**src/hdl/matrix_multiply_assert.svh**
```systemverilog
// ----------------------------------------------------------------------------
// matrix_multiply_assert.svh
// assertion macros for the matrix multiply block
// ----------------------------------------------------------------------------
`ifndef MATRIX_MULTIPLY_ASSERT_SVH
`define MATRIX_MULTIPLY_ASSERT_SVH

`ifndef SYNTHESIS

// same-cycle implication
`define MM_ASSERT_IMP(lbl, clk, rst, ante, cons) \
   lbl: assert property (@(posedge clk) disable iff (rst) (ante) |-> (cons)) \
      else $error("matrix_multiply assertion failed");

// next-cycle implication
`define MM_ASSERT_NXT(lbl, clk, rst, ante, cons) \
   lbl: assert property (@(posedge clk) disable iff (rst) (ante) |=> (cons)) \
      else $error("matrix_multiply assertion failed");

`else

`define MM_ASSERT_IMP(lbl, clk, rst, ante, cons)
`define MM_ASSERT_NXT(lbl, clk, rst, ante, cons)

`endif

`endif

```
**src/hdl/mm_pkg.sv**
```systemverilog
// ----------------------------------------------------------------------------
// mm_pkg
// shared types, constants and helpers for the matrix multiply block
// ----------------------------------------------------------------------------
package mm_pkg;

   localparam int MAX_DIM   = 8;
   localparam int IDX_W     = $clog2(MAX_DIM);
   localparam int DIM_W     = 4;
   localparam int ADDR_W    = 2 * IDX_W;
   localparam int DEPTH     = MAX_DIM * MAX_DIM;
   localparam int ELEM_W    = 32;
   localparam int FRAC_BITS = 16;
   localparam int PROD_W    = 2 * ELEM_W;
   localparam int ACC_W     = PROD_W + IDX_W;
   localparam int CSR_IDX_W = 2;
   localparam int CMD_W     = 2;
   localparam int STAT_W    = 2;

   // command codes
   localparam logic [CMD_W-1:0] CMD_LOAD_LEFT  = 2'd0;
   localparam logic [CMD_W-1:0] CMD_LOAD_RIGHT = 2'd1;
   localparam logic [CMD_W-1:0] CMD_COMPUTE    = 2'd2;

   // status codes
   localparam logic [STAT_W-1:0] ST_OK       = 2'd0;
   localparam logic [STAT_W-1:0] ST_MISMATCH = 2'd1;
   localparam logic [STAT_W-1:0] ST_SAT      = 2'd2;

   // register indexes
   localparam logic [CSR_IDX_W-1:0] CSR_LEFT_ROWS  = 2'd0;
   localparam logic [CSR_IDX_W-1:0] CSR_LEFT_COLS  = 2'd1;
   localparam logic [CSR_IDX_W-1:0] CSR_RIGHT_ROWS = 2'd2;
   localparam logic [CSR_IDX_W-1:0] CSR_RIGHT_COLS = 2'd3;

   typedef enum logic [1:0] {
      S_IDLE,
      S_ISSUE,
      S_DRAIN
   } state_type;

   typedef struct packed {
      logic [CMD_W-1:0]         cmd;
      logic [IDX_W-1:0]         elem_row;
      logic [IDX_W-1:0]         elem_col;
      logic signed [ELEM_W-1:0] elem_value;
   } req_type;

   typedef struct packed {
      logic signed [ELEM_W-1:0] prod_value;
      logic [IDX_W-1:0]         prod_row;
      logic [IDX_W-1:0]         prod_col;
      logic                     last;
      logic [STAT_W-1:0]        status;
   } rsp_type;

   // control that follows one multiply-accumulate term down the pipe
   typedef struct packed {
      logic             valid;
      logic             first;
      logic             last_term;
      logic             last_elem;
      logic [IDX_W-1:0] row;
      logic [IDX_W-1:0] col;
   } tag_type;

   function automatic logic [DIM_W-1:0] clamp_dim(input logic [DIM_W-1:0] v);
      logic [DIM_W-1:0] r;
      if (v == '0) begin
         r = DIM_W'(1);
      end else if (v > DIM_W'(MAX_DIM)) begin
         r = DIM_W'(MAX_DIM);
      end else begin
         r = v;
      end
      return r;
   endfunction

endpackage

```
**src/hdl/mm_mac.sv**
```systemverilog
// ----------------------------------------------------------------------------
// mm_mac
// multiply, accumulate, shift/saturate and result register
// ----------------------------------------------------------------------------
module mm_mac
   import mm_pkg::*;
(
   input  logic                     clock,
   input  logic                     reset,
   input  tag_type                  tag,
   input  logic signed [ELEM_W-1:0] left_value,
   input  logic signed [ELEM_W-1:0] right_value,
   input  logic                     err_beat,
   output logic                     done,
   output logic                     rsp_valid,
   output rsp_type                  rsp_data
);

   tag_type                  tag2_ff, tag3_ff;
   logic signed [PROD_W-1:0] prod_ff, prod_in;
   logic signed [ACC_W-1:0]  acc_ff, acc_in;
   logic signed [ACC_W-1:0]  shifted;
   logic                     fits;
   logic                     rsp_valid_ff, rsp_valid_in;
   rsp_type                  rsp_ff, rsp_in;

   assign prod_in = left_value * right_value;

   always_comb begin
      acc_in = acc_ff;
      if (tag2_ff.valid) begin
         acc_in = (tag2_ff.first ? ACC_W'(0) : acc_ff)
                + {{IDX_W{prod_ff[PROD_W-1]}}, prod_ff};
      end
   end

   // floor shift to the output scale, then range check
   assign shifted = acc_ff >>> FRAC_BITS;
   assign fits    = (shifted[ACC_W-1:ELEM_W-1] == '0) || (shifted[ACC_W-1:ELEM_W-1] == '1);

   always_comb begin
      rsp_valid_in = err_beat || (tag3_ff.valid && tag3_ff.last_term);
      rsp_in       = rsp_ff;
      if (err_beat) begin
         rsp_in.prod_value = '0;
         rsp_in.prod_row   = '0;
         rsp_in.prod_col   = '0;
         rsp_in.last       = 1'b1;
         rsp_in.status     = ST_MISMATCH;
      end else if (tag3_ff.valid && tag3_ff.last_term) begin
         rsp_in.prod_row = tag3_ff.row;
         rsp_in.prod_col = tag3_ff.col;
         rsp_in.last     = tag3_ff.last_elem;
         if (fits) begin
            rsp_in.prod_value = shifted[ELEM_W-1:0];
            rsp_in.status     = ST_OK;
         end else begin
            rsp_in.prod_value = shifted[ACC_W-1] ? {1'b1, {(ELEM_W-1){1'b0}}}
                                                 : {1'b0, {(ELEM_W-1){1'b1}}};
            rsp_in.status     = ST_SAT;
         end
      end
   end

   always_ff @(posedge clock) begin
      if (reset) begin
         tag2_ff      <= '0;
         tag3_ff      <= '0;
         rsp_valid_ff <= 1'b0;
      end else begin
         tag2_ff      <= tag;
         tag3_ff      <= tag2_ff;
         rsp_valid_ff <= rsp_valid_in;
      end
   end

   always_ff @(posedge clock) begin
      prod_ff <= prod_in;
      acc_ff  <= acc_in;
      rsp_ff  <= rsp_in;
   end

   assign done      = tag3_ff.valid && tag3_ff.last_elem;
   assign rsp_valid = rsp_valid_ff;
   assign rsp_data  = rsp_ff;

endmodule
```
**config.mk**
```make
export PLATFORM = sky130hd
export DESIGN_NAME = mm_mac
export DESIGN_NICKNAME = d
export VERILOG_FILES = /design/src/hdl/matrix_multiply_assert.svh /design/src/hdl/mm_pkg.sv /design/src/hdl/mm_mac.sv
export SDC_FILE = /design/constraint.sdc
export NUM_CORES = 2
export LEC_CHECK = 0
export ABC_AREA = 1
export BUFFER_PORTS_ARGS = -buffer_cell sky130_fd_sc_hd__buf_2
export CAP_MARGIN = 20
export CORE_ASPECT_RATIO = 0.5
export CORE_UTILIZATION = 58
export CTS_BUF_LIST = sky130_fd_sc_hd__clkbuf_2 sky130_fd_sc_hd__clkbuf_4 sky130_fd_sc_hd__clkbuf_8
export DETAILED_ROUTE_END_ITERATION = 16
export PLACE_DENSITY = 0.75
export SYNTH_ARGS = -nofsm -noshare
export SYNTH_HDL_FRONTEND = slang
export SYNTH_SLANG_ARGS = --single-unit
```
**constraint.sdc**
```tcl
create_clock -name clock -period 19 [get_ports clock]
set_input_delay 4.75 -clock clock [delete_from_list [all_inputs] [get_ports clock]]
set_output_delay 4.75 -clock clock [all_outputs]
set_load 0.01 [all_outputs]
```
Yosys cells after proc, flatten, opt, wreduce, memory -nomap -nowiden
Cells that the tools add are included.
{ "op_classes": {"add_sub_neg": 1, "n_mul": 1, "n_eq_ne": 1, "mux": 4, "reduce_logical": 5} }
{ "ops": {"columns": ["cell", "n"], "rows": [
  ["adder 67 bit", 1],
  ["2-to-1 mux 67 bit", 1],
  ["multiplier 32 x 32 -> 64 bit", 1],
  ["2-to-1 mux 32 bit", 2],
  ["equality test 36 bit (second input constant)", 1],
  ["logical NOT 36 bit", 1],
  ["logical AND 1 bit", 2],
  ["logical OR 1 bit", 2],
  ["2-to-1 mux 2 bit", 1]
]} }
{ "totals": {"regBits": 192, "input_bits": 77, "output_inout_bits": 43, "wordCells": 31} }

Depth between registers and ports, before layout
{ "depth": {"depth_word": 3, "mapped_depth": 32, "depth_no_buf": 31} }

Worst setup path after synthesis
No wires, ideal clock.
{ "synth_path": {"path_type": "input to register", "from": "input left_value[31]", "to": "register prod_ff[54]", "setup_ns": 0.113, "t_arrival_ns": 11.312, "required_time_ns": 18.887, "setup_slack_ns": 7.576, "stages": 27, "n_path_buf": 1, "cell_sequence": "clkbuf_1 nand2_1 inv_1 fa_1 inv_1 fa_1 fa_1 inv_1 fa_1 inv_1 fa_1 inv_1 fa_1 inv_1 fa_1 inv_1 fa_1 ha_1 nand2_1 nor2_1 inv_1 nor3_2 nand2_1 nor3_1 nand2_1 nand4_1 nand2_1"} }
{ "synth_between": {"elab_chain_cells": 1} }
{ "synth_lines": {"columns": ["element", "line", "rtl"], "rows": [
  ["from (decl)", "mm_mac.sv:11", "input logic signed [ELEM_W-1:0] left_value,"],
  ["multiplier 32 x 32 -> 64 bit", "mm_mac.sv:27", "assign prod_in = left_value * right_value;"],
  ["named net prod_in[54]", "mm_mac.sv:20", "logic signed [PROD_W-1:0] prod_ff, prod_in;"],
  ["to (signal assigned)", "mm_mac.sv:78", "prod_ff <= prod_in;"],
  ["to (decl)", "mm_mac.sv:20", null]
]} }
The timed path passes the listed nets, and every way through them passes these cells.
A chain may end at the register's enable or synchronous reset.

Worst setup path in the final report
Ends and elaborated chain as after synthesis.

==> out/qor.csv <==
metric,value,unit
status,"complete, no violations",
CP required,19.43,ns
f_max,81.9,MHz
Critical Path Source,left_value[31],
die footprint,88100,sq um
Tmin final,12.21,ns
Max-cap violations,0,
slowest CP cell,fa_1,
Worst Hold Slack,0.412,ns
H-tree levels,4,
"CP delay by family, top",adder cells,
# rows,75,
CTS tree,built,
Final HPWL DP,126,mm
Final nets,8079,
global-route wire length before repair,243,mm
worst slew margin relative to its limit,25.9,%
"CTS clk-pin slew, worst paths",0.11,ns
Worst path max stage delay,0.92,ns
Post-DP Area,51700,sq um
Setup Buffers After CTS,0,
Mapped Cells,6731,
synthesized net count,8141,
height of the chip,210,microns
crit path max fanout,32,
Setup Crit Path Kind,input port to flip-flop,
post-CTS sizing,0,
core area,84900,sq um
initial antenna violation count,9,
Slew Limit Fails,0,
Vias,42500,
GRT Resource Usage Total,36.1,%
Slew @ Worst Pin,1.11,ns
Worst Path Buf+Inv,9,
CTS Buffer Depth,2,
fin area,52100,sq um
Fin Clk Skew,0.0210,ns
Post-Route WL,154,mm
Mean Syn Cell Area,7.48,sq um
Filler cells,7578,
# DRC,0,
clock latency on the worst-skew pair,0.53,ns
HP Class,flip-flop to flip-flop,
Final period util,64.3,%
"commonest non-fill, non-tap cell in the layout",inv_1,
DRT iter0 DRCs,4523,
I/O Buffers,119,
CTS buffer count,17,
kind of start point of the critical path,input port,
largest net degree at the start of global routing,69,
remaining global-route overflow,0,
Hold Fails Final Rpt,0,
Final ANT Viol Nets,0,
RePlAce Congestion,1.09,
"commonest non-fill, non-tap cells in the layout","inv_1, nand2_1, fa_1, nor2_1, ha_1",
DR WL/cell,19.7,microns
Mapped Area,50400,sq um
clk sinks,192,
setup violators final,0,
worst reg2reg startpoint,tag2_ff[8],
synthesis-stage register bit count,192,
vias in the first global route,44600,
layout cells sized above 1,3.41,%
vias per cell,5.42,
RSZ-0062 raised after global routing,false,
# IOs,120,
Die X,419,microns
drt pass-1 iters,6,
"Warnings, synthesis",0,
crit end category,flip-flop,
"Distinct cells, synth",40,
Area Growth Syn to Fin,3.52,%
Hold Startpoint,tag2_ff[5],
crit path DAT,12.64,ns
sequential-to-total area share from yosys stat,8.96,%
initial core utilization,59.3,%
Root Buffer,clkbuf_8,
setup_tns,0,ns
hold-fix buffer count after cts,0,
-- metal layers --
layer	wire length [microns]	vias up	track usage, %
met1	60800	20600	48.3
met4	6240	4	13.7
met3	19800	450	9.89
li1	-	18800	-
met2	67200	2588	56.4
met5	34	-	0
-- kinds of logic after synthesis --
family                     after synthesis  share of synthesized area (%)
DFF                                    192                           8.96
AOI/OAI and AO/OA                      321                           3.48
adders and majority gates             1333                           49.3
buffers and inverters                 2231                           16.7
and+or+nand+nor                       2573                           20.2
xor gates and xnor gates                81                           1.41
-- worst reg2reg max path: stages, from the launching register on --
cell	delay (ns)
dfxtp_2	0.33
buf_4	0.58
nor2_1	0.25
ha_1	0.45
nand2_1	0.14
nor2_1	0.22
nand2_1	0.21
nor2_1	0.40
nand2_1	0.10
inv_1	0.09
nand4_1	0.29
nand4_1	0.22
nand2_1	0.10
-- cells in the mapped netlist, drive strengths merged --
cell type  instances  area, sq um
inv             2012         7550
nand2           1902         7210
fa              1083        21700
nor2             454         1740
ha               250         3130
clkbuf           209          785
a21oi            177          897
dfxtp            125         2500
nand3            124          656
o21ai             93          469
xor2              69          604
edfxtp            67         2010
nand4             49          307
o21bai            38          285
nor3              20          110
xnor2             12          105
nor4              11         75.1
buf               10         65.1
or2                7         43.8
a21o               5         37.5
and2               4         25.0
o21a               4         30.0
a21boi             2         15.0
nand3b             2         15.0
a221o              1         10.0
o22ai              1         6.26
-- cell type report --
cell class	instances	area [sq um]	area share, %
diodes	6	15.0	0.0288
flip-flops and latches	192	4520	8.66
clock buffers	17	234	0.449
clock inverters	15	186	0.358
repair buffers	138	738	1.42
multi-input cells	4308	37400	71.8
well taps	1155	1450	2.77
inverters	2012	7550	14.5
-- stage by stage --
stage,setup WS [ns],cells,utilization [%]
2_1_floorplan,7.58,6731,-
3_3_place_gp,6.52,7805,60.9
3_5_place_dp,6.33,7805,60.9
4_1_cts,6.89,7837,61.4
5_1_grt,6.41,7841,61.4
6_report,6.79,7843,61.4
-- final timing paths --
kind              slack [ns]  cells after the start     endpoint
hold / removal          0.41                      2   tag3_ff[5]
hold reg to reg         0.41                      2   tag3_ff[5]
setup reg to reg       15.36                     12   acc_ff[65]
setup / recovery        6.79                     27  prod_ff[54]
-- state kept, by name, indices dropped and copies added (netlist names) --
register and count:
rsp_data 41, tag2_ff 10, rsp_valid 1, prod_ff 64, tag3_ff 9, acc_ff 67
Power is not shown: default switching activity piles up to over one toggle a cycle in this logic, so the estimate is an artifact.
